$ cat src/rtl/vrt_pkg.sv
// package for the voxel ray traversal block
// shared widths, constants, sequencer state type and unit request structs
`default_nettype none
package vrt_pkg;

    // fixed-point widths
    localparam int LEN_W  = 32;          // direction length, Q16.16
    localparam int DEN_W  = 20;          // range times direction magnitude
    localparam int NUM_W  = 49;          // dividend width of the shared divider
    localparam int DVS_W  = 36;          // divisor width of the shared divider
    localparam int PROD_W = 49;          // multiplier product, 17 x 32
    localparam int VOX_W  = 17;          // voxel coordinate
    localparam int CNT_W  = 6;           // voxel count up to three times range

    localparam logic [31:0] T_INF = 32'hFFFF_FFFF;
    localparam logic [31:0] T_ONE = 32'h0001_0000;

    typedef enum logic [3:0] {
        S_IDLE,
        S_SQ_MUL,
        S_SQ_ACC,
        S_SQRT_GO,
        S_SQRT_WAIT,
        S_AX_DEN,
        S_AX_TDGO,
        S_AX_TDW,
        S_AX_DIST,
        S_AX_TMGO,
        S_AX_TMW,
        S_AX_NEXT,
        S_WALK
    } t_state;

    typedef struct packed {
        logic             start;
        logic [NUM_W-1:0] num;
        logic [DVS_W-1:0] dvs;
    } t_div_req;

    typedef struct packed {
        logic        start;
        logic [63:0] rad;
    } t_sqrt_req;

endpackage
`default_nettype wire

$ cat src/rtl/voxel_ray_traversal.sv
// top level of the voxel ray traversal block: sequencer, shared multiplier, walk
// depends on vrt_pkg, vrt_sqrt and vrt_div
`default_nettype none
// Takes one ray per input beat and emits the voxels it crosses as output beats,
// tlast on the final one. Setup runs on one 17 x 32 multiplier, a 32-step square
// root and a 49-step divider shared by the six per-axis divisions; setup time is
// dominated by the divider (an axis with zero direction, or a zero range, skips its
// divisions). The walk then emits one voxel per cycle while the output side takes
// them, at least one and up to three times the range. The input is not ready until
// the last voxel has been handed to the output register. max_range is written over
// the config channel, always ready.
module voxel_ray_traversal #(
    parameter int RANGE_MAX = 15
) (
    input  wire logic         i_clk,
    input  wire logic         i_rst_n,
    // config channel: max_range
    input  wire logic         i_cfg_valid,
    output logic              o_cfg_ready,
    input  wire logic [3:0]   i_cfg_data,
    // ray in
    input  wire logic         i_s_axis_tvalid,
    output logic              o_s_axis_tready,
    // start_x, start_y, start_z, dir_x, dir_y, dir_z
    input  wire logic [143:0] i_s_axis_tdata,
    // voxel out
    output logic              o_m_axis_tvalid,
    input  wire logic         i_m_axis_tready,
    // voxel_x, voxel_y, voxel_z, zero pad
    output logic [55:0]       o_m_axis_tdata,
    output logic              o_m_axis_tlast
);
    import vrt_pkg::*;

    localparam logic [5:0] RMAX = 6'(RANGE_MAX);

    t_state r_state, n_state;

    logic [3:0]        r_max_range;
    logic [3:0]        r_range;
    logic [CNT_W-1:0]  r_cap;
    logic [CNT_W-1:0]  r_n;
    logic [1:0]        r_ax;
    logic [15:0]       r_frac [3];
    logic [15:0]       r_mag  [3];
    logic              r_neg  [3];
    logic              r_stp  [3];
    logic [VOX_W-1:0]  r_vox  [3];
    logic [31:0]       r_tm   [3];
    logic [31:0]       r_td   [3];
    logic [31:0]       r_sum;
    logic [LEN_W-1:0]  r_len;
    logic [DEN_W-1:0]  r_den;
    logic [PROD_W-1:0] r_prod;

    logic              r_out_valid;
    logic [VOX_W-1:0]  r_out_vox [3];
    logic              r_out_last;

    logic              n_in_beat;
    logic              n_out_free;
    logic [16:0]       n_mul_a;
    logic [31:0]       n_mul_b;
    logic [16:0]       n_dist;
    logic              n_skip;
    t_div_req          n_div_req;
    t_sqrt_req         n_sqrt_req;
    logic              w_div_done;
    logic [31:0]       w_div_quot;
    logic              w_sqrt_done;
    logic [31:0]       w_sqrt_root;

    logic [1:0]        n_a;
    logic [32:0]       n_adv;
    logic [31:0]       n_tm_new;
    logic              n_exit;
    logic              n_last;
    logic [31:0]       n_t0, n_t1, n_t2;

    assign n_in_beat  = i_s_axis_tvalid && o_s_axis_tready;
    assign n_out_free = !r_out_valid || i_m_axis_tready;
    assign n_dist     = r_neg[r_ax] ? {1'b0, r_frac[r_ax]} : (17'h10000 - {1'b0, r_frac[r_ax]});
    assign n_skip     = (r_range == 4'd0) || (r_mag[r_ax] == 16'd0);

    // shared multiplier operand selection
    always_comb begin
        n_mul_a = {1'b0, r_mag[r_ax]};
        n_mul_b = {16'd0, r_mag[r_ax]};
        case (r_state)
            S_AX_DEN:  n_mul_a = {13'd0, r_range};
            S_AX_DIST: begin
                n_mul_a = n_dist;
                n_mul_b = r_len;
            end
            default: ;
        endcase
    end

    // next crossing and exit test for the walk
    always_comb begin
        if (r_tm[0] < r_tm[1]) begin
            n_a = (r_tm[0] < r_tm[2]) ? 2'd0 : 2'd2;
        end else begin
            n_a = (r_tm[1] < r_tm[2]) ? 2'd1 : 2'd2;
        end
        n_adv    = {1'b0, r_tm[n_a]} + {1'b0, r_td[n_a]};
        n_tm_new = n_adv[32] ? T_INF : n_adv[31:0];
        n_t0     = (n_a == 2'd0) ? n_tm_new : r_tm[0];
        n_t1     = (n_a == 2'd1) ? n_tm_new : r_tm[1];
        n_t2     = (n_a == 2'd2) ? n_tm_new : r_tm[2];
        n_exit   = (n_t0 > T_ONE) && (n_t1 > T_ONE) && (n_t2 > T_ONE);
        n_last   = (r_n >= r_cap) || n_exit;
    end

    // next state
    always_comb begin
        n_state = r_state;
        unique case (r_state)
            S_IDLE:      if (n_in_beat) n_state = S_SQ_MUL;
            S_SQ_MUL:    n_state = S_SQ_ACC;
            S_SQ_ACC:    n_state = (r_ax == 2'd2) ? S_SQRT_GO : S_SQ_MUL;
            S_SQRT_GO:   n_state = S_SQRT_WAIT;
            S_SQRT_WAIT: if (w_sqrt_done) n_state = S_AX_DEN;
            S_AX_DEN:    n_state = n_skip ? S_AX_NEXT : S_AX_TDGO;
            S_AX_TDGO:   n_state = S_AX_TDW;
            S_AX_TDW:    if (w_div_done) n_state = S_AX_DIST;
            S_AX_DIST:   n_state = S_AX_TMGO;
            S_AX_TMGO:   n_state = S_AX_TMW;
            S_AX_TMW:    if (w_div_done) n_state = S_AX_NEXT;
            S_AX_NEXT:   n_state = (r_ax == 2'd2) ? S_WALK : S_AX_DEN;
            S_WALK:      if (n_out_free && n_last) n_state = S_IDLE;
            default:     n_state = S_IDLE;
        endcase
    end

    // unit requests and handshake outputs
    always_comb begin
        n_sqrt_req.start = (r_state == S_SQRT_GO);
        n_sqrt_req.rad   = {r_sum, 32'd0};
        n_div_req.start  = (r_state == S_AX_TDGO) || (r_state == S_AX_TMGO);
        if (r_state == S_AX_TDGO) begin
            n_div_req.num = NUM_W'(r_len) + NUM_W'(r_prod[DEN_W-1:1]);
            n_div_req.dvs = DVS_W'(r_prod[DEN_W-1:0]);
        end else begin
            n_div_req.num = r_prod[NUM_W-1:0] + NUM_W'({r_den, 15'd0});
            n_div_req.dvs = {r_den, 16'd0};
        end
        o_s_axis_tready = (r_state == S_IDLE);
        o_cfg_ready     = 1'b1;
    end

    // control registers
    always_ff @(posedge i_clk) begin
        if (!i_rst_n) begin
            r_state     <= S_IDLE;
            r_max_range <= 4'd7;
            r_out_valid <= 1'b0;
        end else begin
            r_state <= n_state;
            if (i_cfg_valid) begin
                r_max_range <= i_cfg_data;
            end
            if (r_state == S_WALK && n_out_free) begin
                r_out_valid <= 1'b1;
            end else if (i_m_axis_tready) begin
                r_out_valid <= 1'b0;
            end
        end
    end

    // datapath registers
    always_ff @(posedge i_clk) begin
        r_prod <= PROD_W'(n_mul_a) * PROD_W'(n_mul_b);
        case (r_state)
            S_IDLE: begin
                if (n_in_beat) begin
                    for (int i = 0; i < 3; i++) begin
                        r_frac[i] <= i_s_axis_tdata[32*i +: 16];
                        r_vox[i]  <= {i_s_axis_tdata[32*i+31], i_s_axis_tdata[32*i+16 +: 16]};
                        r_neg[i]  <= i_s_axis_tdata[96+16*i+15];
                        r_mag[i]  <= i_s_axis_tdata[96+16*i+15]
                                     ? (16'd0 - i_s_axis_tdata[96+16*i +: 16])
                                     : i_s_axis_tdata[96+16*i +: 16];
                    end
                    if ({2'b00, r_max_range} > RMAX) begin
                        r_range <= RMAX[3:0];
                        r_cap   <= CNT_W'({RMAX[3:0], 1'b0}) + CNT_W'(RMAX[3:0]);
                    end else begin
                        r_range <= r_max_range;
                        r_cap   <= CNT_W'({r_max_range, 1'b0}) + CNT_W'(r_max_range);
                    end
                    r_sum <= '0;
                    r_ax  <= 2'd0;
                    r_n   <= CNT_W'(1);
                end
            end
            S_SQ_ACC: begin
                r_sum <= r_sum + r_prod[31:0];
                r_ax  <= r_ax + 2'd1;
            end
            S_SQRT_WAIT: begin
                r_len <= w_sqrt_root;
                r_ax  <= 2'd0;
            end
            S_AX_DEN: begin
                if (n_skip) begin
                    r_stp[r_ax] <= 1'b0;
                    r_tm[r_ax]  <= T_INF;
                    r_td[r_ax]  <= T_INF;
                end else begin
                    r_stp[r_ax] <= 1'b1;
                end
            end
            S_AX_TDGO: r_den <= r_prod[DEN_W-1:0];
            S_AX_TDW:  if (w_div_done) r_td[r_ax] <= w_div_quot;
            S_AX_TMW:  if (w_div_done) r_tm[r_ax] <= w_div_quot;
            S_AX_NEXT: r_ax <= r_ax + 2'd1;
            S_WALK: begin
                if (n_out_free) begin
                    r_out_vox  <= r_vox;
                    r_out_last <= n_last;
                    if (!n_last) begin
                        if (r_stp[n_a]) begin
                            r_vox[n_a] <= r_neg[n_a] ? (r_vox[n_a] - 17'd1)
                                                     : (r_vox[n_a] + 17'd1);
                        end
                        r_tm[n_a] <= n_tm_new;
                        r_n       <= r_n + CNT_W'(1);
                    end
                end
            end
            default: ;
        endcase
    end

    vrt_sqrt u_sqrt (
        .i_clk   (i_clk),
        .i_rst_n (i_rst_n),
        .i_req   (n_sqrt_req),
        .o_done  (w_sqrt_done),
        .o_root  (w_sqrt_root)
    );

    vrt_div u_div (
        .i_clk   (i_clk),
        .i_rst_n (i_rst_n),
        .i_req   (n_div_req),
        .o_done  (w_div_done),
        .o_quot  (w_div_quot)
    );

    assign o_m_axis_tvalid = r_out_valid;
    assign o_m_axis_tdata  = {5'd0, r_out_vox[2], r_out_vox[1], r_out_vox[0]};
    assign o_m_axis_tlast  = r_out_last;

endmodule
`default_nettype wire

$ cat src/rtl/vrt_sqrt.sv
// iterative integer square root, two radicand bits per cycle
// depends on vrt_pkg
`default_nettype none
module vrt_sqrt (
    input  wire logic              i_clk,
    input  wire logic              i_rst_n,
    input  wire vrt_pkg::t_sqrt_req i_req,
    output logic                   o_done,
    output logic [31:0]            o_root
);
    import vrt_pkg::*;

    logic [63:0] r_rad;
    logic [33:0] r_rem;
    logic [31:0] r_root;
    logic [5:0]  r_cnt;
    logic        r_busy;
    logic        r_done;

    logic [33:0] n_shift;
    logic [33:0] n_trial;
    logic        n_bit;

    // one result bit per cycle
    always_comb begin
        n_shift = {r_rem[31:0], r_rad[63:62]};
        n_trial = {r_root, 2'b01};
        n_bit   = (n_shift >= n_trial);
    end

    always_ff @(posedge i_clk) begin
        if (!i_rst_n) begin
            r_busy <= 1'b0;
            r_done <= 1'b0;
        end else begin
            r_done <= 1'b0;
            if (i_req.start) begin
                r_rad  <= i_req.rad;
                r_rem  <= '0;
                r_root <= '0;
                r_cnt  <= 6'd32;
                r_busy <= 1'b1;
            end else if (r_busy) begin
                r_rad  <= {r_rad[61:0], 2'b00};
                r_rem  <= n_bit ? (n_shift - n_trial) : n_shift;
                r_root <= {r_root[30:0], n_bit};
                r_cnt  <= r_cnt - 6'd1;
                if (r_cnt == 6'd1) begin
                    r_busy <= 1'b0;
                    r_done <= 1'b1;
                end
            end
        end
    end

    assign o_done = r_done;
    assign o_root = r_root;

endmodule
`default_nettype wire

$ cat src/rtl/vrt_div.sv
// iterative restoring divider, one quotient bit per cycle, saturating to 32 bits
// depends on vrt_pkg
`default_nettype none
module vrt_div (
    input  wire logic             i_clk,
    input  wire logic             i_rst_n,
    input  wire vrt_pkg::t_div_req i_req,
    output logic                  o_done,
    output logic [31:0]           o_quot
);
    import vrt_pkg::*;

    logic [NUM_W-1:0] r_num;
    logic [DVS_W-1:0] r_dvs;
    logic [DVS_W:0]   r_rem;
    logic [NUM_W-1:0] r_q;
    logic [5:0]       r_cnt;
    logic             r_busy;
    logic             r_done;

    logic [DVS_W:0]   n_trial;
    logic             n_bit;

    // shift in the next dividend bit and try the subtract
    always_comb begin
        n_trial = {r_rem[DVS_W-1:0], r_num[NUM_W-1]};
        n_bit   = (n_trial >= {1'b0, r_dvs});
    end

    always_ff @(posedge i_clk) begin
        if (!i_rst_n) begin
            r_busy <= 1'b0;
            r_done <= 1'b0;
        end else begin
            r_done <= 1'b0;
            if (i_req.start) begin
                r_num  <= i_req.num;
                r_dvs  <= i_req.dvs;
                r_rem  <= '0;
                r_q    <= '0;
                r_cnt  <= 6'(NUM_W);
                r_busy <= 1'b1;
            end else if (r_busy) begin
                r_num  <= {r_num[NUM_W-2:0], 1'b0};
                r_rem  <= n_bit ? (n_trial - {1'b0, r_dvs}) : n_trial;
                r_q    <= {r_q[NUM_W-2:0], n_bit};
                r_cnt  <= r_cnt - 6'd1;
                if (r_cnt == 6'd1) begin
                    r_busy <= 1'b0;
                    r_done <= 1'b1;
                end
            end
        end
    end

    // saturate to infinite time
    assign o_done = r_done;
    assign o_quot = (|r_q[NUM_W-1:32]) ? T_INF : r_q[31:0];

endmodule
`default_nettype wire
$ cat config.mk
export PLATFORM = sky130hd
export DESIGN_NAME = voxel_ray_traversal
export DESIGN_NICKNAME = d
export VERILOG_FILES = /design/src/rtl/vrt_pkg.sv /design/src/rtl/voxel_ray_traversal.sv /design/src/rtl/vrt_sqrt.sv /design/src/rtl/vrt_div.sv
export SDC_FILE = /design/constraint.sdc
export NUM_CORES = 2
export LEC_CHECK = 0
export BUFFER_PORTS_ARGS = -buffer_cell sky130_fd_sc_hd__buf_2
export CAP_MARGIN = 20
export CORE_ASPECT_RATIO = 0.9
export CORE_MARGIN = 3
export CORE_UTILIZATION = 50
export CTS_BUF_LIST = sky130_fd_sc_hd__clkbuf_4
export DETAILED_ROUTE_END_ITERATION = 8
export HOLD_SLACK_MARGIN = 0.05
export PLACE_DENSITY = 0.76
export RECOVER_POWER = 50
export SETUP_SLACK_MARGIN = 0.15
export SYNTH_ARGS = -nofsm -noshare
export SYNTH_HDL_FRONTEND = slang
export SYNTH_HIERARCHICAL = 1
export SYNTH_SLANG_ARGS = --single-unit
$ cat constraint.sdc
create_clock -name i_clk -period 10.5 [get_ports i_clk]
set_input_delay 0.525 -clock i_clk [delete_from_list [all_inputs] [get_ports i_clk]]
set_output_delay 0.525 -clock i_clk [all_outputs]
set_load 0.02 [all_outputs]
==> results.sh <==
export IMPL_status="finished with violations"
export IMPL_violations="max-capacitance violations, max-slew violations"
export IMPL_synthArstFlopShare_pct=0
export IMPL_synth_top_area_share_pct=37.1
export IMPL_ys_flop_type="edfxtp_1"
export IMPL_clockBufferDepth=3
export IMPL_cp_depth=35
export IMPL_cp_start_kind="flip-flop"
export IMPL_synth_seq_cells=872
export IMPL_hold_viol=0
export IMPL_grt_pass1_wl_mm=293
export IMPL_die_y_um=349
export IMPL_multi_input_area_sq_um=36100
export IMPL_min_path_cells=3
export IMPL_clk_pin_slew_ps=70
export IMPL_io_pin_count=213
export IMPL_synth_area_leader_cell="edfxtp_1"
export IMPL_final_layout_size_suffix_gt1_share_pct=11.4
export IMPL_grt_usage_pct=27.6
export IMPL_maxCapViolCount=16
export IMPL_synth_warnings=6
export IMPL_drtAntennaViolNets=0
export IMPL_grt_antenna_before_repair=8
export IMPL_rows=125
export IMPL_die_x_um=387
export IMPL_rsz0062_at_grt="false"
export IMPL_cts_made_buffers=219
export IMPL_start_util_pct=50.5
export IMPL_ys_types=109
export IMPL_synth_common_cells="edfxtp_1 (808), nand2_1 (804), inv_1 (775), fa_1 (456), ha_1 (426)"
export IMPL_critPathMaxFanout=9
export IMPL_hold_slack_ps=188
export IMPL_min_delay_start="i_s_axis_tdata[22]"
export IMPL_io_buffers=206
export IMPL_cts_tree="built"
export IMPL_synth_edff_count=808
export IMPL_dp_hpwl_mm=135
export IMPL_cts_root_buf="clkbuf_4"
export IMPL_clock_latency_ps=1230
export IMPL_end_kind="flip-flop"
export IMPL_syn_cell_area_sq_um=65400
export IMPL_finalWeightedCongestion=0.977
export IMPL_finalCritPeriodShare_pct=94.8
export IMPL_crit_path_max_incr_delay_ps=550
export IMPL_crit_top_cell="fa_1"
export IMPL_worstPathRequired_ps=11560
export IMPL_yosysMostFrequentCell="edfxtp_1"
export IMPL_core_sq_um=129000
export IMPL_wl_per_cell_um=21.1
export IMPL_cpMaxStageDelayCell="fa_1"
export IMPL_nFillCells=10752
export IMPL_min_path_type="input pin to flip-flop"
export IMPL_die_area_sq_um=135000
export IMPL_r2r_slack_ps=540
export IMPL_rr_worst_depth=35
export IMPL_synth_area_per_cell_sq_um=10.2
export IMPL_grt_pass1_vias=51697
export IMPL_finalSetupTns_ps=0
export IMPL_area_delta_synth_final_pct=14.0
export IMPL_syn_inst=6408
export IMPL_finalSetupViolCount=0
export IMPL_wl_mm=188
export IMPL_htreeDepth=4
export IMPL_drtIter0Drc=5493
export IMPL_ys_top_cells_by_area="edfxtp_1 (37%), fa_1 (14%), ha_1 (8.2%)"
export IMPL_layout_nets=8037
export IMPL_grt_max_degree=77
export IMPL_rr_endpoint="r_prod[47]$_DFF_P_"
export IMPL_overflow=0
export IMPL_critPathTopFamily="adder cells"
export IMPL_crit_type="flip-flop to flip-flop"
export IMPL_cts_sinks=872
export IMPL_worst_pin_slew_ps=3430
export IMPL_vias=51890
export IMPL_crit_arrival_ps=11020
export IMPL_fin_crit_ps=9960
export IMPL_slew_violations=800
export IMPL_cp_num_buf_inv=5
export IMPL_remaining_drc_errors=0
export IMPL_final_seq_area_sq_um=25500
export IMPL_via_per_inst=5.82
export IMPL_yosysSeqAreaShare_pct=39.1
export IMPL_slew_headroom_pct=-129
export IMPL_crit_path_end="r_prod[47]$_DFF_P_"
export IMPL_fmax_ghz=0.100
export IMPL_skew_ps=140
export IMPL_drt_pass1_iterations=6
==> worst min path at each step <==
stage / end / slack [ps]
5_1_grt: r_vox[29]$_DFFE_PP_ / 90
4_1_cts: r_vox[29]$_DFFE_PP_ / 50
6_report: r_vox[40]$_DFFE_PP_ / 190
2_1_floorplan: u_div/o_done$_SDFF_PP0_ / 420
3_5_place_dp: r_len[20]$_DFFE_PP_ / 430
3_3_place_gp: o_m_axis_tdata[43]$_DFFE_PP_ / 430
==> flip-flops by register name, summed over array words and instances (netlist names), 5 cells and up, named ones only <==
name,flops
u_div/r_cnt,6
u_sqrt/r_rem,32
u_div/r_dvs,36
u_sqrt/o_root,32
r_tm,96
r_mag,48
r_prod,49
r_den,20
u_sqrt/r_cnt,6
u_div/r_q,49
r_cap,5
u_div/r_rem,36
o_m_axis_tdata,51
r_len,32
r_frac,48
r_td,96
r_sum,32
u_sqrt/r_rad,64
r_vox,51
r_n,6
u_div/r_num,49
==> routing by layer <==
metal	vias up	global-route usage (%)	part of all wire (%)
met2	2807	42.2	44
met4	2	10.8	4.0
met3	519	6.01	10
li1	23380	-	-
met1	25182	38.6	42
met5	-	0	0.011
==> repair_timing <==
item                                    in CTS  in global routing
buffers inserted                             0                  0
endpoints found under the setup margin       0                  5
hold buffers                               288                  0
resized for setup                            0                  3
hold endpoints to repair                   183                  0
==> cell type report <==
class | count | area share [%]
repair buffers | 604 | 6.25
diodes | 12 | 0.0403
inverters | 776 | 3.91
clock inverters | 114 | 1.13
well taps | 1714 | 2.88
clock buffers | 300 | 3.02
multi-input cells | 4529 | 48.5
flip-flops and latches | 872 | 34.3
==> per-stage QoR <==
stage | util, % | worst slack (ps) | instances | area [sq um]
floorplan | - | 1190 | 6444 | 65500
global placement | 53.0 | 818 | 8204 | 68600
detailed placement | 53.0 | 681 | 8204 | 68600
CTS | 57.6 | 617 | 8906 | 74600
global route | 57.5 | 183 | 8918 | 74500
finish | 57.5 | 545 | 8921 | 74500
==> layout by cell type, fill, tap and decap left out, types with 26 or more instances in the layout <==
cell | netlist | final
or2_2 | 38 | 37
o21ai_0 | 287 | 284
dlygate4sd3_1 | 0 | 288
and2_0 | 10 | 35
dfxtp_1 | 64 | 62
mux2i_1 | 90 | 90
nand3_1 | 74 | 73
edfxtp_1 | 808 | 808
nand2_1 | 804 | 803
a21o_1 | 110 | 110
nor2_1 | 394 | 393
buf_2 | 15 | 128
and2_1 | 145 | 120
o21bai_1 | 26 | 26
nor2b_1 | 86 | 86
nand4_1 | 54 | 54
or3_1 | 28 | 28
clkinv_1 | 0 | 64
mux2_2 | 111 | 107
a31oi_1 | 31 | 31
o21a_1 | 50 | 50
nor4_1 | 44 | 43
a211oi_1 | 36 | 35
clkbuf_4 | 0 | 300
a21oi_1 | 374 | 369
nand2b_1 | 72 | 72
a22o_1 | 33 | 33
buf_4 | 16 | 92
ha_1 | 426 | 426
xnor2_1 | 188 | 188
nor3_1 | 75 | 74
conb_1 | 2 | 38
and3_1 | 44 | 44
inv_1 | 775 | 775
fa_1 | 456 | 456
clkbuf_1 | 200 | 91
clkinv_2 | 0 | 26
xor2_1 | 61 | 61
==> cell families (layout without fill, tap and decap cells) <==
family | after synthesis | count (layout) | share of synthesized area, %
AO/OA/AOI/OAI | 1220 | 1220 | 12.0
multiplexers | 201 | 201 | 3.29
buffers and inverters | 1043 | 1794 | 6.18
other | 2 | 50 | 0.0115
adder cells (fa/ha/maj) | 882 | 882 | 22.1
flip-flops | 872 | 872 | 39.1
AND/OR/NAND/NOR | 1939 | 1939 | 14.0
XOR/XNOR | 249 | 249 | 3.34
==> worst reg2reg max path: cells and delay by family (launching register included) <==
| family | cells | cell delay, ps |
|---|---|---|
| buffers and inverters | 5 | 390 |
| AOI/OAI and AO/OA | 11 | 3270 |
| muxes | 1 | 290 |
| DFF | 1 | 530 |
| adders and majority gates | 8 | 3760 |
| xor gates and xnor gates | 2 | 310 |
| and+or+nand+nor | 8 | 1290 |
Power is left out: the tool's default activity adds up to more than one toggle a clock period on the data nets, which glitch-free logic cannot reach.
